===== src/hw/rtl/rpns_pkg.sv =====
// Package for the RPN operand stack: beat types, command codes and the
// per-cell shift control. No dependencies.
`timescale 1ns / 1ps

package rpns_pkg;

  localparam int unsigned StackDepthDef = 16;
  localparam int unsigned WordWidthDef  = 64;

  typedef enum logic [3:0] {
    CMD_PUSH     = 4'd0,
    CMD_DUP      = 4'd1,
    CMD_SWAP     = 4'd2,
    CMD_ROT      = 4'd3,
    CMD_OVER     = 4'd4,
    CMD_DROP     = 4'd5,
    CMD_CLEAR    = 4'd6,
    CMD_DROP_NTH = 4'd7,
    CMD_REDUCE   = 4'd8
  } cmd_e;

  // What every cell does this cycle (cells below load_n only)
  typedef enum logic [2:0] {
    SH_HOLD     = 3'd0,
    SH_DOWN     = 3'd1,
    SH_UP       = 3'd2,
    SH_UP2      = 3'd3,
    SH_CLEAR    = 3'd4,
    SH_DROP_NTH = 3'd5
  } shift_e;

  typedef struct packed {
    shift_e      shift;
    logic [1:0]  load_n;   // cells 0..load_n-1 take their load word
    logic [3:0]  pos;      // drop_nth position
  } cell_ctrl_t;

  typedef struct packed {
    logic [3:0]  command;
    logic [63:0] value;
    logic [1:0]  operand_count;
    logic [3:0]  position;
  } in_beat_t;

  typedef struct packed {
    logic        status;
    logic [63:0] top_word;
    logic [63:0] second_word;
    logic [4:0]  depth;
  } out_beat_t;

endpackage


===== src/hw/rtl/rpn_operand_stack.sv =====
// Top level of the RPN operand stack: command decode, a row of cells and
// the result beat. Depends on rpns_pkg, rpns_ctrl and rpns_cell.
`timescale 1ns / 1ps

//  channel | direction | handshake                 | beat
//  --------+-----------+---------------------------+----------------------------
//  in      | input     | in_valid_i / in_ready_o   | in_beat_t  (command, operands)
//  out     | output    | out_valid_o / out_ready_i | out_beat_t (status, top two, depth)
//
//  For every command the whole row of cells shifts or loads at the edge that
//  accepts the beat, and the result is valid in the next cycle.
//  A new beat is taken in the same cycle the previous result is taken, so
//  the stack sustains one command per cycle while out_ready_i stays high.
//  Reset clears all cells and the fill count; the stack starts empty.
//  While a result is stalled, in_ready_o is low and the cells hold.

module rpn_operand_stack #(
  parameter int unsigned STACK_DEPTH = rpns_pkg::StackDepthDef,
  parameter int unsigned WORD_WIDTH  = rpns_pkg::WordWidthDef
) (
  input  logic                clk_i,
  input  logic                rst_ni,
  input  logic                in_valid_i,
  output logic                in_ready_o,
  input  rpns_pkg::in_beat_t  in_data_i,
  output logic                out_valid_o,
  input  logic                out_ready_i,
  output rpns_pkg::out_beat_t out_data_o
);
  import rpns_pkg::*;

  localparam int unsigned FillW = $clog2(STACK_DEPTH + 1);
  localparam int unsigned IdxW  = $clog2(STACK_DEPTH);

  logic                  accept;
  logic [FillW-1:0]      fill_d, fill_q;
  logic                  status_d, status_q;
  logic                  out_valid_q;
  cell_ctrl_t            cell_ctrl;
  logic [WORD_WIDTH-1:0] load_w [3];
  logic [IdxW-1:0]       last_idx;
  logic [WORD_WIDTH-1:0] cell_w [STACK_DEPTH];

  // Output slot frees up in the cycle its beat is taken
  assign in_ready_o = !out_valid_q || out_ready_i;
  assign accept     = in_valid_i && in_ready_o;

  rpns_ctrl #(
    .STACK_DEPTH (STACK_DEPTH),
    .WORD_WIDTH  (WORD_WIDTH)
  ) u_ctrl (
    .accept_i   (accept),
    .beat_i     (in_data_i),
    .fill_i     (fill_q),
    .c0_i       (cell_w[0]),
    .c1_i       (cell_w[1]),
    .c2_i       (cell_w[2]),
    .ctrl_o     (cell_ctrl),
    .load_o     (load_w),
    .last_idx_o (last_idx),
    .fill_o     (fill_d),
    .status_o   (status_d)
  );

  // Row of cells, cell 0 is the top. Zero enters past either end, which
  // keeps cells at or below the fill count at zero.
  for (genvar i = 0; i < STACK_DEPTH; i++) begin : g_cell
    logic [WORD_WIDTH-1:0] above, below, below2, load;

    if (i == 0) begin : g_top
      assign above = '0;
    end else begin : g_mid
      assign above = cell_w[i-1];
    end

    if (i + 1 < STACK_DEPTH) begin : g_b1
      assign below = cell_w[i+1];
    end else begin : g_b1_end
      assign below = '0;
    end

    if (i + 2 < STACK_DEPTH) begin : g_b2
      assign below2 = cell_w[i+2];
    end else begin : g_b2_end
      assign below2 = '0;
    end

    if (i < 3) begin : g_ld
      assign load = load_w[i];
    end else begin : g_no_ld
      assign load = '0;
    end

    rpns_cell #(
      .STACK_DEPTH (STACK_DEPTH),
      .WORD_WIDTH  (WORD_WIDTH),
      .IDX         (i)
    ) u_cell (
      .clk_i      (clk_i),
      .rst_ni     (rst_ni),
      .ctrl_i     (cell_ctrl),
      .last_idx_i (last_idx),
      .above_i    (above),
      .below_i    (below),
      .below2_i   (below2),
      .load_i     (load),
      .word_o     (cell_w[i])
    );
  end

  always_ff @(posedge clk_i or negedge rst_ni) begin
    if (!rst_ni) begin
      fill_q      <= '0;
      status_q    <= 1'b0;
      out_valid_q <= 1'b0;
    end else begin
      if (accept) begin
        fill_q      <= fill_d;
        status_q    <= status_d;
        out_valid_q <= 1'b1;
      end else if (out_ready_i) begin
        out_valid_q <= 1'b0;
      end
    end
  end

  // Cells and fill count only move on an accepted beat, so they are the
  // result until the next one is taken.
  assign out_valid_o            = out_valid_q;
  assign out_data_o.status      = status_q;
  assign out_data_o.top_word    = 64'(cell_w[0]);
  assign out_data_o.second_word = 64'(cell_w[1]);
  assign out_data_o.depth       = 5'(fill_q);

endmodule


===== src/hw/rtl/rpns_cell.sv =====
// One stack cell: holds a word and picks its next value from its neighbors.
// Depends on rpns_pkg.
`timescale 1ns / 1ps

module rpns_cell #(
  parameter int unsigned STACK_DEPTH = 16,
  parameter int unsigned WORD_WIDTH  = 64,
  parameter int unsigned IDX         = 0
) (
  input  logic                           clk_i,
  input  logic                           rst_ni,
  input  rpns_pkg::cell_ctrl_t           ctrl_i,
  input  logic [$clog2(STACK_DEPTH)-1:0] last_idx_i,
  input  logic [WORD_WIDTH-1:0]          above_i,
  input  logic [WORD_WIDTH-1:0]          below_i,
  input  logic [WORD_WIDTH-1:0]          below2_i,
  input  logic [WORD_WIDTH-1:0]          load_i,
  output logic [WORD_WIDTH-1:0]          word_o
);
  import rpns_pkg::*;

  localparam int unsigned Idx = IDX;

  logic [WORD_WIDTH-1:0] word_d, word_q;

  always_comb begin
    word_d = word_q;
    if (Idx < 32'(ctrl_i.load_n)) begin
      word_d = load_i;
    end else begin
      case (ctrl_i.shift)
        SH_HOLD:  word_d = word_q;
        SH_DOWN:  word_d = above_i;
        SH_UP:    word_d = below_i;
        SH_UP2:   word_d = below2_i;
        SH_CLEAR: word_d = '0;
        SH_DROP_NTH: begin
          if (Idx >= 32'(ctrl_i.pos)) begin
            word_d = below_i;
          end else if (Idx == 32'(last_idx_i)) begin
            word_d = '0;   // position past live cells: deepest one is lost
          end
        end
        default:  word_d = word_q;
      endcase
    end
  end

  always_ff @(posedge clk_i or negedge rst_ni) begin
    if (!rst_ni) begin
      word_q <= '0;
    end else begin
      word_q <= word_d;
    end
  end

  assign word_o = word_q;

endmodule


===== src/hw/rtl/rpns_ctrl.sv =====
// Command decode: turns one input beat into cell controls, load words,
// next fill count and status. Depends on rpns_pkg.
`timescale 1ns / 1ps

module rpns_ctrl #(
  parameter int unsigned STACK_DEPTH = 16,
  parameter int unsigned WORD_WIDTH  = 64
) (
  input  logic                             accept_i,
  input  rpns_pkg::in_beat_t               beat_i,
  input  logic [$clog2(STACK_DEPTH+1)-1:0] fill_i,
  input  logic [WORD_WIDTH-1:0]            c0_i,
  input  logic [WORD_WIDTH-1:0]            c1_i,
  input  logic [WORD_WIDTH-1:0]            c2_i,
  output rpns_pkg::cell_ctrl_t             ctrl_o,
  output logic [WORD_WIDTH-1:0]            load_o [3],
  output logic [$clog2(STACK_DEPTH)-1:0]   last_idx_o,
  output logic [$clog2(STACK_DEPTH+1)-1:0] fill_o,
  output logic                             status_o
);
  import rpns_pkg::*;

  localparam int unsigned FillW = $clog2(STACK_DEPTH + 1);
  localparam int unsigned IdxW  = $clog2(STACK_DEPTH);

  logic                  full;
  logic [WORD_WIDTH-1:0] val;
  logic [FillW-1:0]      cnt;
  logic [FillW-1:0]      fill_pop;
  logic [FillW-1:0]      fill_m1;
  cmd_e                  cmd;

  assign full     = (fill_i == FillW'(STACK_DEPTH));
  assign val      = beat_i.value[WORD_WIDTH-1:0];
  assign cnt      = FillW'(beat_i.operand_count);
  assign fill_pop = (fill_i > cnt) ? fill_i - cnt : '0;
  assign fill_m1  = fill_i - FillW'(1);
  assign cmd      = cmd_e'(beat_i.command);
  assign last_idx_o = fill_m1[IdxW-1:0];

  always_comb begin
    ctrl_o.shift  = SH_HOLD;
    ctrl_o.load_n = 2'd0;
    ctrl_o.pos    = beat_i.position;
    load_o[0]     = '0;
    load_o[1]     = '0;
    load_o[2]     = '0;
    fill_o        = fill_i;
    status_o      = 1'b0;
    if (accept_i) begin
      unique case (cmd) inside
        CMD_PUSH, CMD_DUP, CMD_OVER: begin
          if (full) begin
            status_o = 1'b1;
          end else begin
            ctrl_o.shift  = SH_DOWN;
            ctrl_o.load_n = 2'd1;
            load_o[0]     = (cmd == CMD_PUSH) ? val : ((cmd == CMD_DUP) ? c0_i : c1_i);
            fill_o        = fill_i + FillW'(1);
          end
        end
        CMD_SWAP: begin
          ctrl_o.load_n = 2'd2;
          load_o[0]     = c1_i;
          load_o[1]     = c0_i;
          fill_o        = (fill_i < FillW'(2)) ? FillW'(2) : fill_i;
        end
        CMD_ROT: begin
          ctrl_o.load_n = 2'd3;
          load_o[0]     = c2_i;
          load_o[1]     = c0_i;
          load_o[2]     = c1_i;
          fill_o        = (fill_i < FillW'(3)) ? FillW'(3) : fill_i;
        end
        CMD_DROP: begin
          ctrl_o.shift = SH_UP;
          if (fill_i != '0) begin
            fill_o = fill_m1;
          end
        end
        CMD_CLEAR: begin
          ctrl_o.shift = SH_CLEAR;
          fill_o       = '0;
        end
        CMD_DROP_NTH: begin
          if (fill_i != '0) begin
            ctrl_o.shift = SH_DROP_NTH;
            fill_o       = fill_m1;
          end
        end
        CMD_REDUCE: begin
          if (full && (cnt == '0)) begin
            status_o = 1'b1;
          end else begin
            // net movement: pops minus the final push
            case (beat_i.operand_count)
              2'd0:    ctrl_o.shift = SH_DOWN;
              2'd1:    ctrl_o.shift = SH_HOLD;
              2'd2:    ctrl_o.shift = SH_UP;
              default: ctrl_o.shift = SH_UP2;
            endcase
            ctrl_o.load_n = 2'd1;
            load_o[0]     = val;
            fill_o        = fill_pop + FillW'(1);
          end
        end
        default: begin
        end
      endcase
    end
  end

endmodule

===== config.mk =====
export PLATFORM = sky130hd
export DESIGN_NAME = rpn_operand_stack
export DESIGN_NICKNAME = d
export VERILOG_FILES = /design/src/hw/rtl/rpns_pkg.sv /design/src/hw/rtl/rpn_operand_stack.sv /design/src/hw/rtl/rpns_cell.sv /design/src/hw/rtl/rpns_ctrl.sv
export SDC_FILE = /design/constraint.sdc
export NUM_CORES = 2
export LEC_CHECK = 0
export BUFFER_PORTS_ARGS = -buffer_cell sky130_fd_sc_hd__buf_2
export CAP_MARGIN = 20
export CORE_ASPECT_RATIO = 0.8
export CORE_MARGIN = 2
export CORE_UTILIZATION = 44
export CTS_CLUSTER_DIAMETER = 40
export CTS_CLUSTER_SIZE = 30
export DETAILED_ROUTE_END_ITERATION = 10
export SLEW_MARGIN = 25
export SYNTH_ARGS = -nofsm -noshare
export SYNTH_HDL_FRONTEND = slang
export SYNTH_SLANG_ARGS = --single-unit

===== constraint.sdc =====
create_clock -name clk_i -period 3.1 [get_ports clk_i]
set_input_delay 0.465 -clock clk_i [delete_from_list [all_inputs] [get_ports clk_i]]
set_output_delay 0.465 -clock clk_i [all_outputs]
set_load 0.01 [all_outputs]

==> summary.md <==
| Metric | Value |
|---|---|
| Clock Skew | `0.02871 ns` |
| Switching share of power | `34.86%` |
| Largest net degree at the start of global routing | `132` |
| Multi-input gate area | `23610 um2` |
| IR drop worst, VDD | `0.0005246 V` |
| Fraction of synthesized area in multiplexers | `3.065%` |
| Hold Crit Start | `out_ready_i` |
| Depth of the CTS H-tree | `4` |
| CP endpoint kind | `register` |
| HPWL after detailed placement | `115100 um` |
| Post-synth design cell area | `52420 um2` |
| Vias in the first global route | `47320` |
| Clock network power share | `31.6%` |
| GP Congestion | `0.8753` |
| Fraction of synthesized cell area in xor and xnor cells | `0.08355%` |
| First-iteration detailed-routing DRC count | `5882` |
| Die height | `312.7 um` |
| Fmax | `327.8 MHz` |
| Most frequent cells in the layout | `1031 x dfrtp_1, 704 x o21ai_0, 512 x a221oi_1, 512 x o2bb2ai_1, 349 x a222oi_1` |
| CTS Buf Count | `138` |
| Clk slew on worst S/H paths | `0.05 ns` |
| FF-to-FF path depth | `10` |
| Area of the die | `121900 um2` |
| DR WL met3 | `9386 um` |
| Fin. max-slew vios | `0` |
| Die W | `389.9 um` |
| CTS tree | `built` |
| Post-layout min period | `3.050 ns` |
| CP startpoint kind | `register` |
| Fin nets | `5165` |
| Final setup fails | `0` |
| DR WL met2 | `86010 um` |
| Slowest CP cell | `or4b_4` |
| Internal | `34540 uW` |
| Total Wirelength | `171000 um` |
| Worst-Margin Slew | `0.9314 ns` |
| Initial Utilization | `44.24%` |
| Crit-path leading delay family | `compound AO/OA/AOI/OAI gates` |
| Max-Cap Viols | `0` |
| Post-synthesis adder-cell area fraction | `0.2292%` |
| Share of cells above drive strength 1 | `17.77%` |
| Final setup margin | `0.04954 ns` |
| Final Core Density | `52.59%` |
| Post-synth ARST share | `100.0%` |
| Syn avg cell area | `10.55 um2` |
| Worst slack, placed | `-0.1540 ns` |
| Synth Area in Simple Gates | `3.631%` |
| Commonest non-fill, non-tap cell in the layout | `dfrtp_1` |
| Fin. Hold Viols | `0` |
| Sw Pwr | `18480 uW` |
| PD cells | `851.0 nW/um2` |
| Synth Net Count | `5054` |
| Antenna Cells | `0` |
| Post-synth top flop | `dfrtp_1` |
| Combinational Power Share | `20.3%` |
| CP cell instances | `inv_2, ha_4, or4b_4, a32o_2, o211ai_4, a311oi_1, buf_4, o22ai_4, buf_12, mux2i_1` |
| Seq cells post-synth | `1031` |
| WS Path Type | `reg -> reg` |
| Worst R2R End | `g_cell[2].u_cell.word_o[62]` |
| Sequential share of the synthesized area | `49.22%` |
| Global-route wire length before repair | `269600 um` |
| # port buffers | `213` |
| Critical path data arrival time | `3.71 ns` |
| Crit Reg-Reg Startpoint | `fill_q[0]` |
| Clk buf depth | `3` |
| Worst-path fanout max | `64` |
| Core ar. | `118500 um2` |
| Register Area | `25800 um2` |
| GRT Util Overall | `27.07%` |
| DRC viols | `3` |
| Antenna-violating nets left | `0` |
| Buf/Inv on CP | `3` |
| Area Growth Syn to Fin | `18.87%` |
| Sequential share of power | `48.1%` |
| Hold EP | `out_valid_o` |
| Slew HR | `37.67%` |
| Total negative setup slack | `0 ns` |
| Total Power Consumption | `53020 uW` |
| Clock root buffer | `clkbuf_16` |
| Std-Cell Rows | `113` |
| Synth Area in Compound Gates | `37.57%` |
| Unique masters post-synth | `80` |
| R2R setup slack | `0.05 ns` |
| Main combinational cell family by area after synthesis | `compound AO/OA/AOI/OAI gates` |
| Fin crit share | `98.40%` |
| Failing checks | `DRC` |
| Slowest stage delay, CP | `0.48 ns` |
| YS warnings | `0` |
| Wl on met1 | `71870 um` |
| Via count | `46500` |
| Initial antenna violation count | `1` |
| Hold Path Class | `in -> reg` |
| Hold-critical path depth | `4` |
| Worst-Skew Late Latency | `0.76 ns` |
| Post-synthesis cell count | `4967` |
| Worst EP required | `3.76 ns` |
| Pre-antenna DRT Iters | `11` |
| IO Count | `214` |
| Leak | `0.02568 uW` |
| Setup crit start | `fill_q[0]` |
| Wire length per cell | `25.38 um` |
| Outcome | `complete, but fails checks` |
| Vias per cell | `6.900` |
| Grt ovf | `0` |
| # fillers | `10490` |
| CTS sink count | `1031` |
| Post-synth EDFFs | `0` |
| Highest routed layer | `met4` |
[tightest hold or removal path, delay by kind of cell]
kind / cells / cell delay [ns]
AND/OR/NAND/NOR: 2 / 0.18
buffers and inverters: 2 / 0.21
[metal layers]
metal  vias to the layer above  GRT usage, %
met5                         -             0
met4                         0         8.345
met3                       282         3.273
met2                      1731         46.60
met1                     24100         35.73
li1                      20390             -
[kinds of logic (layout without fill, tap and decap cells)]
kind of cell	count (synthesis)	in the layout
compound gates	2550	2550
xor+xnor	5	5
fa+ha+maj	9	9
buf+inv	769	990
flops	1031	1031
mux	152	152
simple gates	451	451
[registers in the layout, indices dropped and copies added, names as in the netlist]
register / flops
out_valid_o: 1
fill_q: 5
status_q: 1
g_cell.u_cell.word_o: 1024
[area by class of cell]
type,instances,share of cell area [%]
repair buffers,563,8.791
flip-flops and latches,1031,41.41
clock inverters,71,1.450
multi-input cells,3167,37.88
well taps,1552,3.117
inverters,177,1.066
clock buffers,179,6.285
[what timing repair did]
action                     4_1_cts  5_1_grt
buffers inserted                 0        1
hold endpoints to repair        52        0
hold buffers                     2        0
setup endpoints to repair      139      789
cloned                           0        8
pin swaps                        0        6
gates resized for setup          3       16
[through the flow]
stage          hold WS [ns]  instance area [um2]  std cells
6_report             0.1463                62310       6740
5_1_grt              0.1671                62310       6740
4_1_cts              0.1112                62070       6731
3_5_place_dp         0.4105                57220       6479
3_3_place_gp         0.4069                57210       6479
2_1_floorplan        0.1694                52420       4967
[cells in the mapped netlist (all sizes together) (87+ instances only)]
cell | number | area (um2)
a221oi | 512 | 4484
a222oi | 349 | 3493
a22oi | 107 | 803.3
buf | 216 | 1175
clkbuf | 376 | 1413
dfrtp | 1031 | 25800
inv | 177 | 664.4
mux2i | 129 | 1291
nand2 | 299 | 1127
nor2 | 87 | 329.1
o21ai | 796 | 4093
o2bb2ai | 512 | 4484
[power by group through the flow]
stage / Combinational (uW) / Sequential, uW / Clock, uW
after global routing: 12000 / 26200 / 17600
after global placement: 10300 / 25600 / 0
after floorplan: 7510 / 23000 / 0
final: 10700 / 25500 / 16700
after detailed placement: 10700 / 25600 / 0
after CTS: 10700 / 25500 / 17000
[worst max-delay path by stage]
stage	endpoint	slack (ns)	depth (start not counted)
final	g_cell[2].u_cell.word_o[62]	0.05	10
after global routing	g_cell[5].u_cell.word_o[28]	-0.04	11
after CTS	g_cell[0].u_cell.word_o[57]	0.009	10
after detailed placement	g_cell[3].u_cell.word_o[54]	-0.15	10
after global placement	g_cell[0].u_cell.word_o[48]	-0.17	9
after floorplan	g_cell[0].u_cell.word_o[21]	0.08	11
No activity file was read; power rests on OpenSTA's default activity.
